[src/hw/rtl/edd_pkg.sv]
// shared types and constants for the error diffusion dither line buffer
// no dependencies; imported by every module of the block

package edd_pkg;

  localparam int MaxWidth     = 512;
  localparam int CfgWidthBits = 10;
  localparam int GrayBits     = 8;
  localparam int ErrBits      = 8;
  localparam int CfgAddrBits  = 3;
  localparam int CfgDataBits  = 32;

  localparam logic [CfgWidthBits-1:0] LineWidthReset = 10'd512;

  // register index, taken from paddr[2]
  localparam logic RegIdxLineWidth = 1'b0;

  typedef struct packed {
    logic [GrayBits-1:0] gray_pixel;
    logic                frame_start;
  } edd_in_t;

  typedef struct packed {
    logic [7:0] packed_bits;
    logic       line_end;
  } edd_out_t;

  // per-pixel control handed from the front stage to the error stage
  typedef struct packed {
    logic       first_line;
    logic       frame_start;
    logic       last;
    logic       col_nz;
    logic [2:0] bit_pos;
  } edd_ctl_t;

endpackage

[src/hw/rtl/edd_line_mem.sv]
// line error store: one write port, one registered read port
// uses edd_pkg for the entry width

module edd_line_mem #(
  parameter int Depth = edd_pkg::MaxWidth,
  parameter int Aw    = $clog2(edd_pkg::MaxWidth)
) (
  input  logic                       clk_i,
  input  logic                       we_i,
  input  logic [Aw-1:0]              waddr_i,
  input  logic [edd_pkg::ErrBits-1:0] wdata_i,
  input  logic                       re_i,
  input  logic [Aw-1:0]              raddr_i,
  output logic [edd_pkg::ErrBits-1:0] rdata_o
);
  import edd_pkg::*;

  logic [ErrBits-1:0] mem [Depth];
  logic [ErrBits-1:0] rdata_q;

  always_ff @(posedge clk_i) begin
    if (we_i) begin
      mem[waddr_i] <= wdata_i;
    end
  end

  always_ff @(posedge clk_i) begin
    if (re_i) begin
      rdata_q <= mem[raddr_i];
    end
  end

  assign rdata_o = rdata_q;

endmodule

[src/hw/rtl/edd_front.sv]
// front stage: column tracking, line width clamp, store read issue
// and the stage-one item register; uses edd_pkg

module edd_front #(
  parameter int MaxW = edd_pkg::MaxWidth,
  parameter int Aw   = $clog2(edd_pkg::MaxWidth)
) (
  input  logic                              clk_i,
  input  logic                              rst_ni,
  input  logic                              accept_i,
  input  logic                              fire_i,
  input  edd_pkg::edd_in_t                  in_data_i,
  input  logic [edd_pkg::CfgWidthBits-1:0]  line_width_i,
  output logic [Aw-1:0]                     rd_addr_o,
  output logic                              s1_valid_o,
  output logic [edd_pkg::GrayBits-1:0]      s1_gray_o,
  output logic [Aw-1:0]                     s1_col_o,
  output edd_pkg::edd_ctl_t                 s1_ctl_o
);
  import edd_pkg::*;

  localparam int Ww = (Aw + 1 > CfgWidthBits) ? Aw + 1 : CfgWidthBits;

  logic [Aw-1:0]       col_q, col_d, col_cur;
  logic                first_q, first_d, first_cur;
  logic [Ww-1:0]       width_raw, width_used;
  logic                last;
  logic                s1_valid_q, s1_valid_d;
  logic [GrayBits-1:0] gray_q;
  logic [Aw-1:0]       s1_col_q;
  edd_ctl_t            ctl_q, ctl_d;

  // width rounded down to a multiple of 8, kept within 8..MaxW
  always_comb begin
    width_raw = Ww'({line_width_i[CfgWidthBits-1:3], 3'b000});
    if (width_raw < Ww'(8)) begin
      width_used = Ww'(8);
    end else if (width_raw > Ww'(MaxW)) begin
      width_used = Ww'(MaxW);
    end else begin
      width_used = width_raw;
    end
  end

  always_comb begin
    col_cur   = in_data_i.frame_start ? '0 : col_q;
    first_cur = in_data_i.frame_start | first_q;
    last      = (Ww'(col_cur) + Ww'(1)) >= width_used;

    col_d   = col_q;
    first_d = first_q;
    if (accept_i) begin
      if (last) begin
        col_d   = '0;
        first_d = 1'b0;
      end else begin
        col_d   = col_cur + Aw'(1);
        first_d = first_cur;
      end
    end

    ctl_d.first_line  = first_cur;
    ctl_d.frame_start = in_data_i.frame_start;
    ctl_d.last        = last;
    ctl_d.col_nz      = (col_cur != '0);
    ctl_d.bit_pos     = col_cur[2:0];

    s1_valid_d = accept_i | (s1_valid_q & ~fire_i);
  end

  always_ff @(posedge clk_i or negedge rst_ni) begin
    if (!rst_ni) begin
      col_q      <= '0;
      first_q    <= 1'b1;
      s1_valid_q <= 1'b0;
    end else begin
      col_q      <= col_d;
      first_q    <= first_d;
      s1_valid_q <= s1_valid_d;
    end
  end

  always_ff @(posedge clk_i) begin
    if (accept_i) begin
      gray_q   <= in_data_i.gray_pixel;
      s1_col_q <= col_cur;
      ctl_q    <= ctl_d;
    end
  end

  assign rd_addr_o  = col_cur;
  assign s1_valid_o = s1_valid_q;
  assign s1_gray_o  = gray_q;
  assign s1_col_o   = s1_col_q;
  assign s1_ctl_o   = ctl_q;

endmodule

[src/hw/rtl/edd_err_unit.sv]
// error stage: threshold, error split, carries, bit packing and
// store write-back with one deferred write for the line end; uses edd_pkg

module edd_err_unit #(
  parameter int Aw = $clog2(edd_pkg::MaxWidth)
) (
  input  logic                         clk_i,
  input  logic                         rst_ni,
  input  logic                         s1_valid_i,
  input  logic                         fire_i,
  input  logic [edd_pkg::GrayBits-1:0] gray_i,
  input  logic [Aw-1:0]                col_i,
  input  edd_pkg::edd_ctl_t            ctl_i,
  input  logic [edd_pkg::ErrBits-1:0]  rdata_i,
  output logic                         has_res_o,
  output edd_pkg::edd_out_t            res_o,
  output logic                         we_o,
  output logic [Aw-1:0]                waddr_o,
  output logic [edd_pkg::ErrBits-1:0]  wdata_o
);
  import edd_pkg::*;

  logic signed [6:0]         rc_q, rc_cur, rc_new;
  logic signed [3:0]         brc_q, brc_cur, e;
  logic signed [ErrBits-1:0] pend_q, pend_cur, pend_new, below, e8, left_data;
  logic [7:0]                gather_q, gather_cur, gather_new;
  logic signed [9:0]         sum;
  logic [7:0]                old;
  logic signed [8:0]         err;
  logic                      white;
  logic signed [6:0]         e7;
  logic                      s1_we;
  logic                      dw_valid_q, dw_valid_d;
  logic [Aw-1:0]             dw_addr_q;
  logic [ErrBits-1:0]        dw_data_q;

  always_comb begin
    rc_cur     = ctl_i.frame_start ? '0 : rc_q;
    brc_cur    = ctl_i.frame_start ? '0 : brc_q;
    pend_cur   = ctl_i.frame_start ? '0 : pend_q;
    gather_cur = ctl_i.frame_start ? '0 : gather_q;
    below      = ctl_i.first_line ? '0 : $signed(rdata_i);

    sum   = $signed({2'b00, gray_i}) + 10'(below) + 10'(rc_cur);
    white = (sum >= 10'sd128);
    if (sum < 10'sd0) begin
      old = 8'd0;
    end else if (sum > 10'sd255) begin
      old = 8'd255;
    end else begin
      old = sum[7:0];
    end
    err = $signed({1'b0, old}) - (white ? 9'sd255 : 9'sd0);
    // floor of err / 16, always within -8..7
    e   = $signed(err[7:4]);

    e7        = 7'(e);
    e8        = 8'(e);
    rc_new    = (e7 <<< 3) - e7;
    pend_new  = 8'(brc_cur) + (e8 <<< 2) + e8;
    left_data = pend_cur + (e8 <<< 1) + e8;

    gather_new = gather_cur | (white ? (8'h80 >> ctl_i.bit_pos) : 8'h00);

    has_res_o         = s1_valid_i & (ctl_i.last | (ctl_i.bit_pos == 3'd7));
    res_o.packed_bits = gather_new;
    res_o.line_end    = ctl_i.last;
  end

  // below-left share goes to col-1; the line end share for the last
  // column is held until the stage writes nothing, at the latest when column 0 fires
  always_comb begin
    s1_we      = fire_i & ctl_i.col_nz;
    dw_valid_d = dw_valid_q;
    if (fire_i && ctl_i.last) begin
      dw_valid_d = 1'b1;
    end else if (!s1_we) begin
      dw_valid_d = 1'b0;
    end
    we_o    = s1_we | dw_valid_q;
    waddr_o = s1_we ? (col_i - Aw'(1)) : dw_addr_q;
    wdata_o = s1_we ? left_data : dw_data_q;
  end

  always_ff @(posedge clk_i or negedge rst_ni) begin
    if (!rst_ni) begin
      rc_q       <= '0;
      brc_q      <= '0;
      pend_q     <= '0;
      gather_q   <= '0;
      dw_valid_q <= 1'b0;
    end else begin
      dw_valid_q <= dw_valid_d;
      if (fire_i) begin
        if (ctl_i.last) begin
          rc_q     <= '0;
          brc_q    <= '0;
          pend_q   <= '0;
          gather_q <= '0;
        end else begin
          rc_q     <= rc_new;
          brc_q    <= e;
          pend_q   <= pend_new;
          gather_q <= (ctl_i.bit_pos == 3'd7) ? 8'h00 : gather_new;
        end
      end
    end
  end

  always_ff @(posedge clk_i) begin
    if (fire_i && ctl_i.last) begin
      dw_addr_q <= col_i;
      dw_data_q <= pend_new;
    end
  end

endmodule

[src/hw/rtl/error_diffusion_dither_line_buffer_core.sv]
// top level of the error diffusion dither with one-line error store
// depends on edd_pkg, edd_front, edd_err_unit and edd_line_mem
//
// usage:
// - input channel (in_valid_i, in_stall_o, in_data_i) takes one gray pixel
//   per transaction in raster order; frame_start marks column 0 of a frame
// - output channel (out_valid_o, out_stall_i, out_data_o) gives one byte of
//   dithered bits every eight pixels, leftmost pixel in bit 7, line_end set
//   on the last byte of a line
// - APB port sets line_width (byte address 0), pixels per line, rounded
//   down to a multiple of 8 and kept within 8..MAX_WIDTH; write it only
//   while the block is idle
// - throughput is one pixel per cycle unless a stalled output holds it;
//   the limit is the error stage that closes the left-carry loop pixel to pixel
// - a pixel reads its store entry as it is accepted into stage one, is
//   thresholded in the error stage and its byte is registered into the
//   output register that drives out_data_o
// - the store has one write port: the line-end write for the last column
//   is held back, at the latest to the slot where column 0 writes nothing
// - when the receiver stalls with a byte waiting, pixels that complete no
//   byte still pass; a pixel that would complete one holds the error stage
//   and in_stall_o rises until the output register frees up
// - reset clears carries, column count and valid flags, sets first-line
//   mode (store reads as zero) and line_width to 512; no store clearing

module error_diffusion_dither_line_buffer_core #(
  parameter int MAX_WIDTH = edd_pkg::MaxWidth
) (
  input  logic                                clk_i,
  input  logic                                rst_ni,
  // pixel input
  input  logic                                in_valid_i,
  output logic                                in_stall_o,
  input  edd_pkg::edd_in_t                    in_data_i,
  // packed byte output
  output logic                                out_valid_o,
  input  logic                                out_stall_i,
  output edd_pkg::edd_out_t                   out_data_o,
  // configuration
  input  logic                                psel,
  input  logic                                penable,
  input  logic                                pwrite,
  input  logic [edd_pkg::CfgAddrBits-1:0]     paddr,
  input  logic [edd_pkg::CfgDataBits-1:0]     pwdata,
  output logic [edd_pkg::CfgDataBits-1:0]     prdata,
  output logic                                pready
);
  import edd_pkg::*;

  localparam int Aw = $clog2(MAX_WIDTH);

  logic [CfgWidthBits-1:0] line_width_q, line_width_d;
  logic                    cfg_wr;

  logic                    accept, fire, blocked;
  logic [Aw-1:0]           rd_addr;
  logic                    s1_valid;
  logic [GrayBits-1:0]     s1_gray;
  logic [Aw-1:0]           s1_col;
  edd_ctl_t                s1_ctl;
  logic [ErrBits-1:0]      rdata;

  logic                    has_res;
  edd_out_t                res;
  logic                    mem_we;
  logic [Aw-1:0]           mem_waddr;
  logic [ErrBits-1:0]      mem_wdata;

  logic                    out_valid_q, out_valid_d;
  edd_out_t                out_data_q;
  logic                    out_load;

  // config register
  assign pready = 1'b1;
  assign cfg_wr = psel & penable & pwrite & pready & (paddr[2] == RegIdxLineWidth);

  always_comb begin
    line_width_d = cfg_wr ? pwdata[CfgWidthBits-1:0] : line_width_q;
    prdata       = (paddr[2] == RegIdxLineWidth) ? CfgDataBits'(line_width_q) : '0;
  end

  // handshake: stage one holds only when it has a byte and the
  // output register is full and stalled
  always_comb begin
    blocked     = s1_valid & has_res & out_valid_q & out_stall_i;
    in_stall_o  = blocked;
    accept      = in_valid_i & ~blocked;
    fire        = s1_valid & ~blocked;
    out_load    = fire & has_res;
    out_valid_d = out_load | (out_valid_q & out_stall_i);
  end

  always_ff @(posedge clk_i or negedge rst_ni) begin
    if (!rst_ni) begin
      line_width_q <= LineWidthReset;
      out_valid_q  <= 1'b0;
    end else begin
      line_width_q <= line_width_d;
      out_valid_q  <= out_valid_d;
    end
  end

  always_ff @(posedge clk_i) begin
    if (out_load) begin
      out_data_q <= res;
    end
  end

  assign out_valid_o = out_valid_q;
  assign out_data_o  = out_data_q;

  edd_front #(
    .MaxW (MAX_WIDTH),
    .Aw   (Aw)
  ) u_front (
    .clk_i        (clk_i),
    .rst_ni       (rst_ni),
    .accept_i     (accept),
    .fire_i       (fire),
    .in_data_i    (in_data_i),
    .line_width_i (line_width_q),
    .rd_addr_o    (rd_addr),
    .s1_valid_o   (s1_valid),
    .s1_gray_o    (s1_gray),
    .s1_col_o     (s1_col),
    .s1_ctl_o     (s1_ctl)
  );

  // store read is issued with the accept, so its data stays put while
  // stage one is held
  edd_line_mem #(
    .Depth (MAX_WIDTH),
    .Aw    (Aw)
  ) u_mem (
    .clk_i   (clk_i),
    .we_i    (mem_we),
    .waddr_i (mem_waddr),
    .wdata_i (mem_wdata),
    .re_i    (accept),
    .raddr_i (rd_addr),
    .rdata_o (rdata)
  );

  edd_err_unit #(
    .Aw (Aw)
  ) u_err (
    .clk_i      (clk_i),
    .rst_ni     (rst_ni),
    .s1_valid_i (s1_valid),
    .fire_i     (fire),
    .gray_i     (s1_gray),
    .col_i      (s1_col),
    .ctl_i      (s1_ctl),
    .rdata_i    (rdata),
    .has_res_o  (has_res),
    .res_o      (res),
    .we_o       (mem_we),
    .waddr_o    (mem_waddr),
    .wdata_o    (mem_wdata)
  );

endmodule

[config.mk]
export PLATFORM = sky130hd
export DESIGN_NAME = error_diffusion_dither_line_buffer_core
export DESIGN_NICKNAME = d
export VERILOG_FILES = /design/src/hw/rtl/edd_pkg.sv /design/src/hw/rtl/edd_line_mem.sv /design/src/hw/rtl/edd_front.sv /design/src/hw/rtl/edd_err_unit.sv /design/src/hw/rtl/error_diffusion_dither_line_buffer_core.sv
export SDC_FILE = /design/constraint.sdc
export NUM_CORES = 2
export LEC_CHECK = 0
export BUFFER_PORTS_ARGS = -buffer_cell sky130_fd_sc_hd__buf_2
export CAP_MARGIN = 20
export CORE_UTILIZATION = 25
export CTS_BUF_LIST = sky130_fd_sc_hd__clkbuf_8
export DETAILED_ROUTE_END_ITERATION = 7
export SYNTH_ARGS = -nofsm -noshare
export SYNTH_HDL_FRONTEND = slang
export SYNTH_SLANG_ARGS = --single-unit
[constraint.sdc]
create_clock -name clk_i -period 40.8 [get_ports clk_i]
set_clock_uncertainty 0.1 [all_clocks]
set_input_delay 6.12 -clock clk_i [delete_from_list [all_inputs] [get_ports clk_i]]
set_output_delay 6.12 -clock clk_i [all_outputs]
set_load 0.03 [all_outputs]
### Word level (Yosys, flattened, before mapping)

Memories as Yosys holds them, arrays and structs flattened. A register that Yosys moved wholly into a read port is not among the register bits.
Cells that the tools add are included.

| word-level totals | value |
|---|---|
| RAM bits | 4096 |
| input port bits | 51 |
| memories kept | 1 |
| register bits | 100 |

Memory list:

| memory | depth | width | rd ports | clocked after memory_dff | wr ports | line | text |
|---|---|---|---|---|---|---|---|
| u_mem.mem | 512 | 8 | 1 | 1 | 1 | edd_line_mem.sv:18 | `logic [ErrBits-1:0] mem [Depth];` |

| cells by class | value |
|---|---|
| muxes and demuxes | 26 |
| shift operators | 1 |
| add/subtract/negate cells | 11 |
| bitwise operators | 22 |
| reduce and logical (&&, ||, !) cells | 2 |
| magnitude comparators | 6 |
| equal/unequal tests | 2 |

Operators with widths:

| cell | number |
|---|---|
| two-way mux 8 bit | 11 |
| two-way mux 10 bit | 3 |
| two-way mux 9 bit | 3 |
| two-way mux 7 bit | 2 |
| bitwise AND 1 bit | 13 |
| adder 10 x 7 -> 10 bit | 1 |
| adder 9 x 1 -> 10 bit (second input constant) | 1 |
| adder 9 x 8 -> 10 bit | 1 |
| greater-or-equal comparator 10 bit | 1 |
| greater-or-equal comparator 10 x 9 -> 1 bit (second input constant) | 1 |
| greater-than comparator 10 bit (second input constant) | 1 |
| greater-than comparator 10 x 9 -> 1 bit (second input constant) | 1 |
| < comparator 10 x 1 -> 1 bit (second input constant) | 1 |
| < comparator 10 x 4 -> 1 bit (second input constant) | 1 |
| adder 9 x 1 -> 9 bit (second input constant) | 1 |
| nonzero test 9 bit | 1 |
| subtractor 9 x 1 -> 9 bit (second input constant) | 1 |
| adder 7 x 4 -> 8 bit | 1 |
| adder 8 x 4 -> 8 bit | 1 |
| adder 8 x 5 -> 8 bit | 1 |
| two-way mux 4 bit | 2 |
| bitwise OR 8 bit | 1 |
| right shift 8 x 3 -> 8 bit (first input constant) | 1 |
| subtractor 8 bit | 1 |
| other kinds (8) | 18 |

### Depth between registers and ports, before layout

| logic depth | value |
|---|---|
| depth in word-level cells | 12 |
| gate-level depth with buffers | 30 |

### Hierarchy

From an unflattened synthesis, not the netlist that was laid out.

| unflattened totals | value |
|---|---|
| cell total of the unflattened synthesis | 8635 |
| area total of the unflattened synthesis | 166418.4 sq um |

By module, submodules not included:

| module | seq. area each (sq um) | cells an instance | area an instance (sq um) | times used |
|---|---|---|---|---|
| edd_line_mem | 123238.2 | 8030 | 160007.2 | 1 |
| edd_err_unit | 1186.1 | 394 | 3798.6 | 1 |
| edd_front | 907.1 | 135 | 1596.5 | 1 |
| error_diffusion_dither_line_buffer_core | 546.8 | 76 | 1016.0 | 1 |

### Least setup slack after synthesis

No wires, ideal clock.

| path | value |
|---|---|
| path kind | in2reg |
| start | input port out_stall_i |
| end | memory u_mem.mem[0][5] (data pin) |
| cell stages on the path | 7 |
| data arrival time | 26.809 ns |
| slack | 9.724 ns |
| data required time | 36.532 ns |
| buffers on the path | 3 |
| cells stage by stage | nand2_1 -> o21a_1 -> nand2_1 -> clkbuf_1 -> clkbuf_1 -> buf_1 -> o21ai_0 |

| on the way | value |
|---|---|
| cells in the longest elaborated chain, start to end | 5 |

Ends and longest elaborated chain:

| element | line | text |
|---|---|---|
| start, declared | error_diffusion_dither_line_buffer_core.sv:37 | `input logic out_stall_i,` |
| bitwise AND 1 bit | error_diffusion_dither_line_buffer_core.sv:85 | `blocked = s1_valid & has_res & out_valid_q & out_stall_i;` |
| NOT 1 bit | error_diffusion_dither_line_buffer_core.sv:88 | `fire = s1_valid & ~blocked;` |
| bitwise AND 1 bit | error_diffusion_dither_line_buffer_core.sv:88 |  |
| bitwise AND 1 bit | edd_err_unit.sv:73 | `s1_we = fire_i & ctl_i.col_nz;` |
| two-way mux 8 bit | edd_err_unit.sv:82 | `wdata_o = s1_we ? left_data : dw_data_q;` |
| net mem_wdata[5] | error_diffusion_dither_line_buffer_core.sv:67 | `logic [ErrBits-1:0] mem_wdata;` |
| end, declared | edd_line_mem.sv:18 |  |

The timed path passes the listed nets, and every way through them passes these cells.

### Worst setup path after layout

| path | value |
|---|---|
| start | input port out_stall_i |
| end | output port in_stall_o |

| on the way | value |
|---|---|
| cells in the longest elaborated chain, start to end | 1 |

Ends and longest elaborated chain:

| element | line | text |
|---|---|---|
| bitwise AND 1 bit | error_diffusion_dither_line_buffer_core.sv:85 |  |
| end, declared | error_diffusion_dither_line_buffer_core.sv:33 | `output logic in_stall_o,` |

Every way passes these cells.

==> impl_metrics.env <==
export IMPL_r2r_end="u_mem.mem[29][7]$_DFFE_PP_"
export IMPL_gr_total_overflow=0
export IMPL_finalHoldViolations=0
export IMPL_setup_viol=0
export IMPL_clk_pin_slew_ns=0.06
export IMPL_grt_pass1_wl_mm=665
export IMPL_area_delta_synth_final_pct=13.1
export IMPL_grt_pass1_vias=93300
export IMPL_layout_commonest_cell="edfxtp_1"
export IMPL_grt_util_all_layers_pct=13.0
export IMPL_p_sw_share_pct=36.3
export IMPL_cts_resized=0
export IMPL_cts_root_buffer="clkbuf_8"
export IMPL_ys_ff_latch=4200
export IMPL_drc=0
export IMPL_synth_area_sq_um=169000
export IMPL_p_seq_share_pct=46.9
export IMPL_rrSetupSlack_ns=28.73
export IMPL_clock_fmax_mhz=76.2
export IMPL_io_pins=95
export IMPL_min_period_over_period_pct=32.2
export IMPL_final_cell_area_sq_um=191000
export IMPL_die_w_um=824
export IMPL_start_util_pct=25.1
export IMPL_wl_per_cell_um=23.6
export IMPL_drtPass1Iterations=6
export IMPL_finalNonFillerCells=19700
export IMPL_layout_drive_gt1_share_pct=17.4
export IMPL_tightest_slew_ns=1.36
export IMPL_leakage_nw=59.1
export IMPL_cts_buffer_depth=4
export IMPL_postCtsHoldBufs=0
export IMPL_synth_cell_types=75
export IMPL_viasPerCell=4.81
export IMPL_ant_nets=0
export IMPL_comb_power_share_pct=31.6
export IMPL_r2r_start="u_front.s1_ctl_o[5]$_DFFE_PP_"
export IMPL_power_frac_clock_pct=21.5
export IMPL_finalWirelength_mm=464
export IMPL_die_area_sq_um=678000
export IMPL_ys_warn_count=0
export IMPL_synth_top_area_share_pct=73.9
export IMPL_post_cts_buffers=0
export IMPL_cts_buffers=670
export IMPL_synth_cells=10100
export IMPL_hold_start="u_err.pend_q[3]$_DFFE_PN0P_"
export IMPL_post_dp_cell_area_sq_um=179000
export IMPL_relSlewSlack_pct=9.28
export IMPL_synth_seq_area_share_pct=74.6
export IMPL_avgSynthCellArea_sq_um=16.8
export IMPL_clock_latency_ns=1.26
export IMPL_cp_data_arrival_time_ns=6.91
export IMPL_htreeDepth=6
export IMPL_critPathRequiredTime_ns=34.58
export IMPL_async_flop_share_pct=1.17
export IMPL_synthFlopType="edfxtp_1"
export IMPL_run_status="finished clean"
export IMPL_finalSetupTns_ns=0
export IMPL_portBuffers=47
export IMPL_yosys_area_top_type="edfxtp_1"
export IMPL_hold_path_end="u_err.pend_q[3]$_DFFE_PN0P_"
export IMPL_cts_sinks=4200
export IMPL_endpoint_kind="output port"
export IMPL_placementRows=301
export IMPL_rsz0062_at_grt="no"
export IMPL_antenna_found_initial=13
export IMPL_holdPathStages=2
export IMPL_power_density_nw_per_um2=79.2
export IMPL_synthTopCellsByArea="edfxtp_1 (74%), mux4_2 (4.8%), mux2i_1 (2.8%)"
export IMPL_finalNetCount=10400
export IMPL_synth_edff_count=4151
export IMPL_final_cell_mix="edfxtp_1 (4151), a21oi_1 (698), clkbuf_8 (680), nor2_1 (625), nand2_1 (499)"
export IMPL_drtIter0Drc=10300
export IMPL_reg2regPathDepth=30
export IMPL_path_class="input pin to output port"
export IMPL_grt_start_max_net_pins=196
export IMPL_vias=94700
export IMPL_start_kind="input pin"
export IMPL_slew_violations=0
export IMPL_p_switching_mw=5.49
export IMPL_hp_class="flip-flop to flip-flop"
export IMPL_dp_cells=18500
export IMPL_tritoncts="yes"
export IMPL_min_period_ns=13.13
export IMPL_dpl_hpwl_mm=259
export IMPL_coreArea_sq_um=672000
export IMPL_die_y_um=824
export IMPL_cap_violations=0
export IMPL_peakVddDrop_uv=208
export IMPL_n_fill_cell=66900
export IMPL_routabilityCongestion=0.804
export IMPL_cp_max_fo=5
export IMPL_cellInternalPower_mw=9.62
stage by stage:
stage	power (mW)	util, %	hold slack, ns	setup slack [ns]
2_1_floorplan	11.7	-	0.324	9.72
3_3_place_gp	11.8	26.6	0.356	26.40
3_5_place_dp	12.0	26.6	0.362	26.33
4_1_cts	15.2	28.4	0.374	27.59
5_1_grt	15.7	28.4	0.392	27.61
6_report	15.1	28.4	0.371	27.67
worst max-delay path by stage:
stage	slack [ns]	cells after the start	start	endpoint
2_1_floorplan	9.72	7	out_stall_i	u_mem.mem[0][5]$_DFFE_PP_
3_3_place_gp	26.40	14	in_data_i[0]	u_mem.rdata_o[5]$_DFFE_PP_
3_5_place_dp	26.33	14	in_data_i[0]	u_mem.rdata_o[5]$_DFFE_PP_
4_1_cts	27.59	14	in_data_i[0]	u_mem.rdata_o[5]$_DFFE_PP_
5_1_grt	27.61	5	out_stall_i	in_stall_o
6_report	27.67	5	out_stall_i	in_stall_o
worst max-delay path, stage by stage:
cell and delay, ns:
buf_2 0.09, nand2_1 0.13, or2_2 0.33, inv_1 0.06, buf_2 0.18
routing by layer:
layer | vias to the layer above | track usage, % | wire length [um]
li1 | 40700 | - | -
met1 | 49200 | 17.6 | 194000
met2 | 4068 | 21.1 | 219000
met3 | 771 | 2.40 | 36400
met4 | 2 | 4.23 | 15100
met5 | - | 0 | 19
power groups by stage:
| stage | registers [mW] | logic [mW] | clock network, mW |
|---|---|---|---|
| floorplan | 9.20 | 2.53 | 0 |
| global placement | 7.15 | 4.66 | 0 |
| detailed placement | 7.16 | 4.80 | 0 |
| CTS | 7.07 | 4.81 | 3.30 |
| global route | 7.08 | 5.12 | 3.48 |
| finish | 7.09 | 4.78 | 3.25 |
cell usage after synthesis, types with 170 or more instances:
master,n
mux2i_1,473
nor2_1,627
o21ai_0,395
buf_2,210
mux4_2,362
a211oi_1,170
clkbuf_1,337
edfxtp_1,4151
mux2_2,394
nand2_1,518
a21oi_1,698
o221ai_1,206
cell type report:
cell class / count / area [sq um] / area share [%]
clock inverter: 500 / 2400 / 1.26
antenna: 16 / 40.0 / 0.0210
sequential: 4200 / 126000 / 66.0
timing repair buffer: 268 / 2240 / 1.17
clock buffer: 679 / 9350 / 4.90
inverter: 48 / 218 / 0.114
tap: 8938 / 11200 / 5.86
multi-input combinational: 5047 / 39500 / 20.7
registers in the layout, summed over array words and instances (netlist names), named ones only:
register / flops
line_width_q: 10
u_err.rc_q: 6
u_err.gather_q: 8
out_valid_o: 1
u_mem.mem: 4096
u_front.first_q: 1
u_front.s1_col_o: 7
u_err.dw_valid_q: 1
u_err.dw_addr_q: 9
out_data_o: 9
u_err.dw_data_q: 8
u_front.s1_gray_o: 8
u_front.s1_ctl_o: 6
u_err.brc_q: 4
u_mem.rdata_o: 8
u_err.pend_q: 8
u_front.col_q: 9
cells by family (layout without fill, tap and decap cells):
family,after synthesis,after routing,share of synthesized area (%)
AOI/OAI and AO/OA,2248,2248,8.64
xor gates and xnor gates,39,39,0.202
adders and majority gates,67,67,0.555
buffers and inverters,830,1495,2.22
DFF,4200,4200,74.6
muxes,1229,1229,10.3
other,2,39,0.00445
and+or+nand+nor,1441,1441,3.53
Power figures use the tool's default switching activity.
